--- src/rtl/uart_baud_divisor_calc_macros.svh ---
// ---------------------------------------------------------------------------
// Assertion macros for the UART baud divisor calculator.
// ---------------------------------------------------------------------------
`ifndef UART_BAUD_DIVISOR_CALC_MACROS_SVH
`define UART_BAUD_DIVISOR_CALC_MACROS_SVH

// Implication in the same cycle, sampled on clk, off during reset.
`define UBDC_ASSERT_NOW(label, ante, cons, msg) \
    label: assert property (@(posedge clk) disable iff (!rst_n) (ante) |-> (cons)) \
        else $error(msg);

// Implication in the next cycle, sampled on clk, off during reset.
`define UBDC_ASSERT_NEXT(label, ante, cons, msg) \
    label: assert property (@(posedge clk) disable iff (!rst_n) (ante) |=> (cons)) \
        else $error(msg);

`endif

--- src/rtl/ubdc_fifo.sv ---
// ---------------------------------------------------------------------------
// ubdc_fifo
// Small synchronous queue with push/full and pop/empty sides.
// ---------------------------------------------------------------------------
`timescale 1ns / 1ps

module ubdc_fifo #(
    parameter int WIDTH = 8,
    parameter int DEPTH = 4
) (
    input  logic             clk,
    input  logic             rst_n,
    input  logic             push,
    output logic             full,
    input  logic [WIDTH-1:0] wdata,
    input  logic             pop,
    output logic             empty,
    output logic [WIDTH-1:0] rdata
);
    localparam int AW = (DEPTH > 1) ? $clog2(DEPTH) : 1;

    logic [WIDTH-1:0] mem [DEPTH];
    logic [AW:0] wr_ptr_reg;
    logic [AW:0] rd_ptr_reg;

    assign empty = (wr_ptr_reg == rd_ptr_reg);
    assign full  = (wr_ptr_reg[AW] != rd_ptr_reg[AW]) &&
                   (wr_ptr_reg[AW-1:0] == rd_ptr_reg[AW-1:0]);
    assign rdata = mem[rd_ptr_reg[AW-1:0]];

    always_ff @(posedge clk)
    begin
        if (push && !full)
        begin
            mem[wr_ptr_reg[AW-1:0]] <= wdata;
        end
    end

    always_ff @(posedge clk or negedge rst_n)
    begin
        if (!rst_n)
        begin
            wr_ptr_reg <= '0;
            rd_ptr_reg <= '0;
        end
        else
        begin
            if (push && !full)
            begin
                wr_ptr_reg <= wr_ptr_reg + 1'b1;
            end
            if (pop && !empty)
            begin
                rd_ptr_reg <= rd_ptr_reg + 1'b1;
            end
        end
    end
endmodule

--- config.mk ---
export PLATFORM = sky130hd
export DESIGN_NAME = ubdc_fifo
export DESIGN_NICKNAME = d
export VERILOG_FILES = /design/src/rtl/uart_baud_divisor_calc_macros.svh /design/src/rtl/ubdc_fifo.sv
export SDC_FILE = /design/constraint.sdc
export NUM_CORES = 1
export LEC_CHECK = 0
export BUFFER_PORTS_ARGS = -buffer_cell sky130_fd_sc_hd__buf_2
export CAP_MARGIN = 15
export CORE_AREA = 2 2 61 63
export CTS_CLUSTER_DIAMETER = 200
export DETAILED_ROUTE_END_ITERATION = 6
export DIE_AREA = 0 0 63 65
export GPL_TIMING_DRIVEN = 0
export PLACE_DENSITY = 0.74
export SLEW_MARGIN = 40
export SYNTH_ARGS = -nofsm -noshare
export SYNTH_HDL_FRONTEND = slang
export SYNTH_SLANG_ARGS = --single-unit
--- constraint.sdc ---
create_clock -name clk -period 2.11 [get_ports clk]
set_clock_uncertainty 0.15 [all_clocks]
set_input_delay 0.1055 -clock clk [delete_from_list [all_inputs] [get_ports clk]]
set_output_delay 0.1055 -clock clk [all_outputs]
set_load 0.1 [all_outputs]
Word-level counts from Yosys, hierarchy flattened
Memory sizes are Yosys's and may differ from the RTL's.
Index checks and enable logic that the tools add are counted.
Operators by class
  $add $sub $neg: 2
  multiply operators: 0
  divide/modulo/power cells: 0
  $lt $le $gt $ge: 0
  equal/unequal tests: 3
  shift operators: 0
  multiplexer cells: 2
  bitwise gates (word level): 0
  reduce and logical (&&, ||, !) cells: 5
Operators by type and width (count)
  adder 3 x 1 -> 3 bit (second input constant): 2
  == test 3 bit: 1
  logical AND 1 bit: 3
  == test 2 bit: 1
  zero test 1 bit: 2
  2-to-1 mux 1 bit: 2
  inequality test 1 bit: 1
Storage, ports and cells
  bits in registers: 6
  latch bits: 0
  RAM bits: 32
  bits in read-only memories: 0
  input bits: 12
  output and inout port bits: 10
  logic and storage cells: 15
  memories kept: 1
Memory list
  mem: depth 4, bits a word 8, rd ports 1, clocked after Yosys merged registers in 0, wr ports 1, RTL line ubdc_fifo.sv:22  | logic [WIDTH-1:0] mem [DEPTH];

Depth between registers and ports, before layout
  depth after elaboration: 6
  gate-level depth with buffers: 5
  gate-level depth less buffers: 5

Worst setup path after synthesis
Ideal clock, no wire load.
  kind: register to output
  from: register wr_ptr_reg[0]
  to: output port empty
  arrival time: 2141 ps
  data required time: 1854 ps
  path slack: -286 ps
  cell stages (with the launch flop): 4
  buffers on the path: 0
  cells stage by stage: dfrtp_1 xnor2_2 nand2_1 nor2_1
On the way
  word-level cells in the longest chain between the ends: 1
Ends and longest elaborated chain
  from (decl): RTL line ubdc_fifo.sv:23  | logic [AW:0] wr_ptr_reg;
  from (signal assigned): RTL line ubdc_fifo.sv:50  | wr_ptr_reg <= wr_ptr_reg + 1'b1;
  == test 3 bit: RTL line ubdc_fifo.sv:26  | assign empty = (wr_ptr_reg == rd_ptr_reg);
  to (decl): RTL line ubdc_fifo.sv:17  | output logic empty,
Every way passes these cells.

Worst setup path in the final report
  from: register rd_ptr_reg[0]
  to: output port rdata[6]
On the way
  word-level cells in the longest chain between the ends: 1
Ends and longest elaborated chain
  from (decl): RTL line ubdc_fifo.sv:24  | logic [AW:0] rd_ptr_reg;
  from (signal assigned): RTL line ubdc_fifo.sv:54  | rd_ptr_reg <= rd_ptr_reg + 1'b1;
  memory read (4 x 8 bit)
  to (decl): RTL line ubdc_fifo.sv:18  | output logic [WIDTH-1:0] rdata
Every way passes these cells.

==> impl_metrics.ini <==
[worst_setup_path]
startpoint = rd_ptr_reg[0]
path_class = reg2out
critPathSlowestCell = mux4_2
crit_arrival_ns = 1.77
crit_chain = buf_6 -> mux4_2 -> buf_4
worst-r2r-cell-count = 3
crit_fanout = 10
r2r-end = mem[1][1]
r2r_start = wr_ptr_reg[0]
max_stage_delay_ns = 0.53
r2r_slack_ns = 0.15
required_ns = 1.85
startpoint_type = flop
end_kind = output pin

[global_routing]
grt_max_degree = 13
grt_usage_pct = 15.2
grt.overflow.total = 0
grt_antenna_before_repair = 0
grt_pass1_wl_um = 4530
grt_pass1_vias = 987

[route]
vias = 925
drt.antenna.violating_nets = 0
viasPerCell = 5.11
drtIter0Drc = 26
drc = 0
routedWlPerCell_um = 15.5
wirelength_um = 2810
firstDrtPassIters = 4

[clock_tree]
post_cts_buffers = 0
cts_tree = yes
root_buffer = clkbuf_4
htreeDepth = 2
clock_latency_ns = 0.33
numCtsBuffers = 5
clock_sinks = 38
cts_buffer_depth = 2
clk_pin_slew_ns = 0.11

[timing]
setup_viol = 0
max_slew.worst_pin.slew_ns = 0.726
max-slew-margin-rel_pct = 51.4
slew_viol_final = 0
fin_crit_ns = 2.03
period_share_pct = 96.1
hold_violations = 0
rsz0062_at_grt = false
timing.fmax_mhz = 493

[die]
core_um2 = 3500
dieArea_um2 = 4100
std_cell_rows = 22
die_height_um = 65
start_util_pct = 47.4
pin_count = 22
die_w_um = 63

[synth]
syn_area_um2 = 1660
ys_ff_latch = 38
seq_area_frac_synth_pct = 67.1
synthCells = 92
yosysUniqueCellTypes = 24
synth.avg_cell_area_um2 = 18.0
syn_nets = 109
yosysWarnings = 0

[placement]
dpl.hpwl_um = 1850
portBuffers = 21
gp_congestion = 0.818

[cells_and_area]
nets = 149
fillCellCount = 278
largest_reg_flops = 32
syn2layout_area_growth_pct = 25.9
fin_util_pct = 59.6
drive_above_1_share_pct = 36.1
insertedDiodeCount = 0

[hold_path]
min_delay_path_depth = 2
hold_path_end = mem[2][7]
min-delay-start = wdata[7]
min_path_type = in2reg

[run_status]
run_status = finished clean

[run]
cap_viol_max_count = 0
layer usage:
layer,global-route usage (%),share of wire [%],up-vias
met2,27.3,50,32
li1,-,-,433
met1,16.8,42,453
met4,5.83,1.6,0
met3,4.86,6.0,7
met5,0,0,-
how the worst max path moves through the flow:
| stage | depth (start not counted) | to | slack (ns) |
|---|---|---|---|
| floorplan | 3 | empty | 0.16 |
| global placement | 3 | mem[0][4] | 0.15 |
| detailed placement | 3 | mem[0][4] | 0.1 |
| CTS | 4 | full | -0.04 |
| global route | 4 | empty | 0.001 |
| finish | 3 | rdata[6] | 0.08 |
logic make-up after synthesis:
| group | after synthesis | synth area share, % |
|---|---|---|
| AND/OR/NAND/NOR | 12 | 3.63 |
| adder cells (fa/ha/maj) | 5 | 3.78 |
| flip-flops | 38 | 67.1 |
| AO/OA/AOI/OAI | 13 | 6.20 |
| multiplexers | 8 | 10.9 |
| XOR/XNOR | 8 | 6.05 |
| buffers and inverters | 8 | 2.34 |
layout by cell type (no fill, tap or decap):
master / Yosys / final
edfxtp_1: 32 / 32
buf_2: 1 / 12
dlygate4sd3_1: 0 / 12
buf_4: 0 / 9
mux4_2: 8 / 8
inv_1: 6 / 6
clkbuf_4: 0 / 6
ha_1: 5 / 5
dfrtp_1: 6 / 5
nand2_1: 4 / 4
a21oi_1: 4 / 4
xor2_2: 2 / 2
nand3_1: 2 / 2
a31oi_2: 2 / 2
and2_1: 3 / 2
nand2b_1: 2 / 2
o31ai_1: 2 / 2
xnor2_1: 2 / 2
xor2_1: 2 / 2
bufinv_16: 0 / 2
buf_6: 1 / 1
xnor2_2: 2 / 1
xnor2_4: 0 / 1
and2_2: 0 / 1
nor2_2: 0 / 1
a211oi_2: 1 / 1
a31oi_1: 1 / 1
a211oi_1: 1 / 1
a211o_1: 1 / 1
o211ai_1: 1 / 1
clkinv_1: 0 / 1
dfrtp_2: 0 / 1
critical path: cells and delay by family, from the launching register on:
kind / cells / cell delay, ns
buffers and inverters: 2 / 0.46
flip-flops: 1 / 0.45
multiplexers: 1 / 0.53
cell usage after synthesis:
cell type  instances  area [µm²]
and2_1             3        18.8
buf_2              1        5.00
a211oi_1           1        7.51
o31ai_1            2        15.0
buf_6              1        11.3
ha_1               5        62.6
o211ai_1           1        7.51
xnor2_1            2        17.5
nor2_1             1        3.75
a31oi_2            2        25.0
a21oi_1            4        20.0
xnor2_2            2        32.5
nand3_1            2        10.0
xor2_1             2        17.5
inv_1              6        22.5
edfxtp_1          32         961
dfrtp_1            6         150
a211oi_2           1        12.5
nand2b_1           2        12.5
xor2_2             2        32.5
nand2_1            4        15.0
a211o_1            1        8.76
mux4_2             8         180
a31oi_1            1        6.26
what timing repair did:
item,4_1_cts,5_1_grt
endpoints found under the setup margin,4,19
resized for setup,3,16
endpoints found under the hold margin,43,0
hold buffers,12,0
pin swaps,0,0
metrics by stage:
step                area [µm²]  TNS (ns)  hold WS, ns  worst slack (ns)  instances
floorplan                 1660         0       -0.340             0.163         92
finish                    2080         0        0.361            0.0819        181
detailed placement        1820         0       -0.207            0.0984        161
global route              2080         0        0.363           0.00103        181
CTS                       2050   -0.0439        0.349           -0.0429        181
global placement          1820         0       -0.210             0.153        161
cell type report:
class	count	area, µm²	area share [%]
buffer	2	16.3	0.781
clock buffer	5	37.5	1.80
clock inverter	3	63.8	3.06
inverter	6	22.5	1.08
multi-input combinational	46	520	25.0
sequential	38	1110	53.4
tap	48	60.1	2.88
timing repair buffer	33	250	12.0
Power is left out: the tool's default activity adds up to more than one toggle a clock period on the data nets, which glitch-free logic cannot reach.
