==> src/rtl/uart_baud_divisor_calc_macros.svh <==
// ---------------------------------------------------------------------------
// Assertion macros for the UART baud divisor calculator.
// ---------------------------------------------------------------------------
`ifndef UART_BAUD_DIVISOR_CALC_MACROS_SVH
`define UART_BAUD_DIVISOR_CALC_MACROS_SVH

// Implication in the same cycle, sampled on clk, off during reset.
`define UBDC_ASSERT_NOW(label, ante, cons, msg) \
    label: assert property (@(posedge clk) disable iff (!rst_n) (ante) |-> (cons)) \
        else $error(msg);

// Implication in the next cycle, sampled on clk, off during reset.
`define UBDC_ASSERT_NEXT(label, ante, cons, msg) \
    label: assert property (@(posedge clk) disable iff (!rst_n) (ante) |=> (cons)) \
        else $error(msg);

`endif

==> src/rtl/ubdc_pkg.sv <==
// ---------------------------------------------------------------------------
// ubdc_pkg
// Shared types and constants of the UART baud divisor calculator.
// ---------------------------------------------------------------------------
`timescale 1ns / 1ps

package ubdc_pkg;

    localparam int DEFAULT_DIVISOR_BITS = 16;

    localparam int BAUD_W  = 24;
    localparam int CLK_W   = 30;
    localparam int TOL_W   = 12;
    localparam int QUOT_W  = 31;
    localparam int COUNT_W = 31;
    localparam int PROD_W  = 26;
    localparam int NUM1_W  = 34;
    localparam int DEN1_W  = 33;
    localparam int NUM2_W  = 31;

    localparam logic [CLK_W-1:0]  CLOCK_RESET   = 30'd26000000;
    localparam logic [CLK_W-1:0]  SPECIAL_CLOCK = 30'd12000000;
    localparam logic [BAUD_W-1:0] LOW_SPEED_LIMIT = 24'd115200;

    // floor(x / 100) == (x * TOL_RECIP) >> TOL_SHIFT for x below 2^19.
    localparam int TOL_SHIFT = 26;
    localparam logic [19:0] TOL_RECIP = 20'd671089;

    localparam logic [1:0] PATH_X16     = 2'd0;
    localparam logic [1:0] PATH_SPECIAL = 2'd1;
    localparam logic [1:0] PATH_HIGH    = 2'd2;

    localparam logic [1:0] MODE_X16     = 2'd0;
    localparam logic [1:0] MODE_SAMPLED = 2'd3;

    typedef struct packed {
        logic [BAUD_W-1:0]  baud;
        logic [CLK_W-1:0]   ref_hz;
        logic [1:0]         path;
        logic [TOL_W-1:0]   tol;
        logic [QUOT_W-1:0]  quot;
        logic [COUNT_W-1:0] count;
    } job_t;

    typedef struct packed {
        logic [NUM1_W-1:0] num;
        logic [DEN1_W-1:0] den;
        job_t              job;
    } item_t;

    typedef struct packed {
        logic [1:0]  speed_mode;
        logic [15:0] divisor;
        logic [7:0]  sample_count_word;
        logic [7:0]  sample_point_word;
        logic        rate_out_of_tolerance;
    } result_t;

endpackage

==> src/rtl/ubdc_front.sv <==
// ---------------------------------------------------------------------------
// ubdc_front
// Holds the clock register, classifies each request and forms dividend,
// divisor and tolerance for the back end.
// ---------------------------------------------------------------------------
`timescale 1ns / 1ps

module ubdc_front (
    input  logic                          clk,
    input  logic                          rst_n,
    input  logic                          wr_en,
    input  logic [ubdc_pkg::CLK_W-1:0]    wr_data,
    input  logic [ubdc_pkg::BAUD_W-1:0]   baud_rate,
    output ubdc_pkg::item_t               item
);
    import ubdc_pkg::*;

    logic [CLK_W-1:0]  clock_rate_reg;
    logic [BAUD_W-1:0] baud;
    logic              low;
    logic              special;
    logic [DEN1_W-1:0] den;
    logic [NUM1_W-1:0] bias;
    logic [18:0]       tol_x;
    logic [38:0]       tol_prod;

    always_ff @(posedge clk or negedge rst_n)
    begin
        if (!rst_n)
        begin
            clock_rate_reg <= CLOCK_RESET;
        end
        else if (wr_en)
        begin
            clock_rate_reg <= wr_data;
        end
    end

    always_comb
    begin
        baud    = (baud_rate == '0) ? BAUD_W'(1) : baud_rate;
        low     = (baud <= LOW_SPEED_LIMIT);
        special = low && (clock_rate_reg == SPECIAL_CLOCK);
        if (low && !special)
        begin
            den = {5'b0, baud, 4'b0};
        end
        else
        begin
            den = {1'b0, baud, 8'b0};
        end
        // Round up on the fast path, to nearest elsewhere.
        if (!low)
        begin
            bias = {1'b0, den} - 1'b1;
        end
        else
        begin
            bias = {2'b0, den[DEN1_W-1:1]};
        end
        tol_x    = {2'b0, baud[16:0]} * 19'd3;
        tol_prod = {20'b0, tol_x} * {19'b0, TOL_RECIP};

        item.num          = {4'b0, clock_rate_reg} + bias;
        item.den          = den;
        item.job.baud     = baud;
        item.job.ref_hz   = clock_rate_reg;
        item.job.path     = special ? PATH_SPECIAL : (low ? PATH_X16 : PATH_HIGH);
        item.job.tol      = tol_prod[TOL_SHIFT+TOL_W-1:TOL_SHIFT];
        item.job.quot     = '0;
        item.job.count    = '0;
    end
endmodule

==> config.mk <==
export PLATFORM = sky130hd
export DESIGN_NAME = ubdc_front
export DESIGN_NICKNAME = d
export VERILOG_FILES = /design/src/rtl/uart_baud_divisor_calc_macros.svh /design/src/rtl/ubdc_pkg.sv /design/src/rtl/ubdc_front.sv
export SDC_FILE = /design/constraint.sdc
export NUM_CORES = 1
export LEC_CHECK = 0
export BUFFER_PORTS_ARGS = -buffer_cell sky130_fd_sc_hd__buf_2
export CAP_MARGIN = 5
export CORE_MARGIN = 2
export CORE_UTILIZATION = 55
export DETAILED_ROUTE_END_ITERATION = 12
export PLACE_DENSITY = 0.83
export SYNTH_ARGS = -nofsm -noshare
export SYNTH_HDL_FRONTEND = slang
export SYNTH_SLANG_ARGS = --single-unit
==> constraint.sdc <==
create_clock -name clk -period 20.8 [get_ports clk]
set_input_delay 3.12 -clock clk [delete_from_list [all_inputs] [get_ports clk]]
set_output_delay 3.12 -clock clk [all_outputs]
set_load 0.02 [all_outputs]
* After elaboration in Yosys (flattened, before gate mapping)
Index checks and enable logic that the tools add are counted.
Cells by class: $add $sub $neg 2, multipliers 2, order comparisons 1, equal/unequal tests 1, multiplexer cells 5, reduce and logical (&&, ||, !) cells 4
Operator list (number):
- 19-bit by 20-bit multiplier with 38-bit output, second input constant | 1
- 30-bit by 34-bit adder with 34-bit output | 1
- 34-bit 2-to-1 mux | 1
- 33-bit by 1-bit subtractor with 34-bit output, second input constant | 1
- 32-bit 2-to-1 mux | 1
- 30-bit by 24-bit == test with 1-bit output, second input constant | 1
- 24-bit by 17-bit less-or-equal comparator with 1-bit output, second input constant | 1
- 24-bit logical NOT | 1
- 24-bit 2-to-1 mux | 1
- 17-bit by 2-bit multiplier with 19-bit output, second input constant | 1
- 2-bit 2-to-1 mux | 2
- 1-bit logical AND | 2
- 1-bit logical NOT | 1
Storage, ports and cells: flip-flop bits (word level) 30, input bits 57, output and inout port bits 197, word-level logic and storage cells 16

* Logic depth before layout (Yosys ltp)
depth in word-level cells 10, depth in mapped cells 37, mapped depth without buffers 36

* Worst setup path before layout
No wires, ideal clock.
path kind input -> output, start point in baud_rate[10] in the netlist's numbering, end point out item[72] in the netlist's numbering, arrival 11975 ps, required time 17680 ps, path slack 5705 ps, stages on the path 34, buffers on the path 1, cell sequence buf_6 > or4_4 > nor4_4 > a41oi_2 > clkinv_2 > ha_1 > inv_1 > fa_1 > nor2b_1 > o221ai_1 > nand2_1 > a31oi_1 > or2_2 > a21oi_1 > xor2_1 > fa_1 > inv_1 > fa_1 > fa_1 > fa_1 > fa_1 > inv_1 > fa_1 > inv_1 > ha_1 > and3_1 > a221o_1 > a211oi_1 > o21bai_1 > a31oi_1 > a31o_1 > o21bai_2 > a21oi_1 > xnor2_1
RTL lines:
- start: declaration | RTL line ubdc_front.sv:13 | input logic [ubdc_pkg::BAUD_W-1:0] baud_rate,
- end: declaration | RTL line ubdc_front.sv:14 | output ubdc_pkg::item_t item

==> results summary <==
The number of clock sinks is 30. The register with the most flip-flops in the layout has 30 of them. The number of cells on the worst reg-to-reg path is 1. The final worst-path cycle share came out at roughly four fifths. Setup repair after global routing left no endpoint under its margin. The area enclosed by the die boundary is approximately 0.022 mm².

The min-delay analysis places its worst path in the category reg -> reg. The sum of routed wire length over all layers came out at 29600 µm. The synthesized area divided by synthesized cell count is about 8.6 µm². The data required time at the worst endpoint is 17680 ps. After synthesis the netlist holds a flip-flop and latch count of 30.

The proportion of synthesized flip-flops having asynchronous set or reset is 100%. By count the netlist is led by sky130_fd_sc_hd__inv_1, sky130_fd_sc_hd__ha_1, sky130_fd_sc_hd__fa_1, sky130_fd_sc_hd__buf_4. The most common cell in the synthesized netlist is sky130_fd_sc_hd__inv_1.

The tool flagged a number of max-cap violations equal to 0. The height of the die is 148 µm. STA puts the critical path data arrival time at 13140 ps. The maximum root-to-sink buffer count is 2. The number of instances in the synthesized netlist came out at about 1300. Once detail routing completed, the nets flagged for antenna violations numbered 0.

The worst setup path is launched from an input pin. The final count of hold timing violations is 0. The number of pins with negative max-slew slack in the final report came out at 0. The maximum number of pins on one net before global-route repair is 31. The worst pin sits at a relative slew slack of 41.4%. The initial standard-cell utilization of the core came out at a little under three fifths. The length of the first detailed-routing pass in iterations is 5.

The total CTS buffers is 5. The clock arrives with 0 ps of skew. The via count of the first global-routing pass came out at between 9000 and 10000.

Summing every instance area after synthesis gives roughly 0.011 mm². The setup TNS came out at 0 ps. The number of antenna violations at the first check in global routing came to 0. The worst setup path is of the in -> out kind. The die boundary width came out at about 150 µm. The TritonCTS clock tree is built. The area share of the largest cell type after synthesis is approximately 23%. In this design, the stage delay of the slowest critical-path cell is 730 ps.

For this design, the slowest cell found on the critical path is sky130_fd_sc_hd__xor2_1. The placeable core region came out at a little over 0.02 mm². After detailed routing, the number of vias per cell comes to about 5.5. The share of post-route cells with drive strength above 1 came out at 17.9%. The number of gates given a new drive strength after cts came out at 0. The total overflow left after global routing is 0. The number of design rule violations left after detail routing came out at 0. Yosys attributes the largest share of cell area to sky130_fd_sc_hd__ha_1, sky130_fd_sc_hd__fa_1, sky130_fd_sc_hd__inv_1. Post-CTS timing repair inserted 0 buffers for setup. The cell depth of the worst hold path came out at 1. Across all layers, the routed design uses 9492 vias. The fmax is 61.5 MHz.

STA classifies the critical path endpoint as an output pin. Summed over all nets, the half-perimeter wirelength after detailed placement is between 20000 and 30000 µm. In the final routed layout, each cell accounts on average for between 15 and 20 µm. The final net count is around 1900. The total routing usage reported by global routing is 26.8%.

The flow ran to the end, and the final reports show no timing, DRC or antenna violations. The detailed router's first-iteration violation count came out at roughly 840. The count of synthesis-stage warnings from yosys is 0. The share of the Yosys chip area taken by registers is 6.74%. The number of different library cells used by synthesis comes to 77.

The biggest area contributor in the post-synthesis netlist is sky130_fd_sc_hd__ha_1. The filler cells instantiated in the layout total between 1500 and 2000. The number of rows created at floorplan came out at 52. For this design, the CTS-stage hold fixing added 0 buffers.

The time the worst path needs with I/O delays and setup is approximately 16000 ps. Routability-driven placement finished with a final weighted congestion of 0.971. Among all flip-flop cells after synthesis, the most frequent one is sky130_fd_sc_hd__dfrtp_1. The count of port buffers added during placement is roughly 190. The clock root buffer master is sky130_fd_sc_hd__clkbuf_16. The most numerous cell type found on the critical path is sky130_fd_sc_hd__fa_1. The number of enable-type register cells in the synthesized netlist is 0. The transition at the pin with the smallest max-transition slack came out at ~900 ps. The number of ports placed on the die boundary is about 250. The area growth from synthesis to layout is 8.54%. The wire length of the first global-routing pass came out at about 47000 µm. The deepest level of the CTS H-tree is 2.

Setup violations remaining at the end of the flow were counted as 0. For the worst-skew pair, the clock arrives at the later sink with an insertion delay of 280 ps. The number of diodes added for antenna fixing came out at 0. After clock tree synthesis, the clock-pin slew on the worst setup and hold paths is roughly 50 ps. The maximum net fanout on the critical path came out at 14.
through the flow:
| stage | setup slack [ps] | cell area (µm²) | hold WS [ps] | cells | utilization (%) |
|---|---|---|---|---|---|
| after floorplan | 5710 | 11600 | 662 | 1388 | - |
| after global placement | 4730 | 12200 | 547 | 1727 | 60.0 |
| after detailed placement | 4510 | 12200 | 564 | 1727 | 60.0 |
| after CTS | 4490 | 12300 | 579 | 1735 | 60.8 |
| after global routing | 3850 | 12300 | 605 | 1735 | 60.8 |
| final | 4540 | 12300 | 575 | 1735 | 60.8 |
layout make-up:
cell class / instances / area [µm²] / area share, %
timing repair buffer: 190 / 963 / 7.83
multi-input combinational: 947 / 9000 / 73.2
inverter: 290 / 1090 / 8.86
sequential: 30 / 763 / 6.21
tap: 270 / 338 / 2.75
clock inverter: 1 / 5.00 / 0.0407
clock buffer: 7 / 143 / 1.16
layer usage:
layer / share of wire, % / routed length [µm] / vias up / global-route usage (%)
li1: - / - / 4438 / -
met1: 42 / 12600 / 4571 / 36.8
met2: 48 / 14100 / 420 / 44.9
met3: 7.1 / 2100 / 63 / 3.43
met4: 2.8 / 835 / 0 / 6.88
met5: 0 / 0 / - / 0
layout by cell type (no fill, tap or decap), types with 8 or more instances in the layout:
cell type,n
sky130_fd_sc_hd__nand4_1,11
sky130_fd_sc_hd__a21oi_1,61
sky130_fd_sc_hd__dfrtp_1,20
sky130_fd_sc_hd__nand3_1,13
sky130_fd_sc_hd__mux2_2,31
sky130_fd_sc_hd__o21a_1,8
sky130_fd_sc_hd__fa_1,127
sky130_fd_sc_hd__inv_1,288
sky130_fd_sc_hd__nor2_1,61
sky130_fd_sc_hd__a21o_1,29
sky130_fd_sc_hd__o21ai_0,41
sky130_fd_sc_hd__nor2b_1,8
sky130_fd_sc_hd__conb_1,68
sky130_fd_sc_hd__xor2_1,22
sky130_fd_sc_hd__o21bai_1,10
sky130_fd_sc_hd__nor3_1,19
sky130_fd_sc_hd__buf_2,185
sky130_fd_sc_hd__and3_1,8
sky130_fd_sc_hd__xnor2_1,51
sky130_fd_sc_hd__ha_1,210
sky130_fd_sc_hd__nand2_1,57
sky130_fd_sc_hd__and2_1,9
sky130_fd_sc_hd__dfstp_2,10
worst max-delay path, delay by kind of cell:
kind	cells	cell delay, ps
buffers and inverters	7	960
AO/OA/AOI/OAI	11	2530
AND/OR/NAND/NOR	6	1690
XOR/XNOR	2	860
adder cells (fa/ha/maj)	9	3940
final timing paths:
kind | slack [ps] | start | end
worst max-delay path | 4540 | baud_rate[9] | item[72]
worst min-delay path | 570 | clock_rate_reg[17]$_DFFE_PN0P_ | clock_rate_reg[17]$_DFFE_PN0P_
worst max register to register | 19950 | clock_rate_reg[6]$_DFFE_PN0P_ | clock_rate_reg[6]$_DFFE_PN0P_
worst min register to register | 570 | clock_rate_reg[17]$_DFFE_PN0P_ | clock_rate_reg[17]$_DFFE_PN0P_
max in group asynchronous | 17440 | rst_n | clock_rate_reg[10]$_DFFE_PN0P_
min in group asynchronous | 2900 | rst_n | clock_rate_reg[21]$_DFFE_PN0P_
logic make-up (layout without fill, tap and decap cells):
family	count (synthesis)	after routing	share of synthesized area [%]
buffers and inverters	411	488	16.1
adders and majority gates	337	337	45.6
and+or+nand+nor	222	222	9.96
AOI/OAI and AO/OA	213	213	12.4
xor gates and xnor gates	74	74	5.85
muxes	33	33	3.26
DFF	30	30	6.74
other	1	68	0.0331
Power is left out: the tool's default activity adds up to more than one toggle a clock period on the data nets, which glitch-free logic cannot reach.
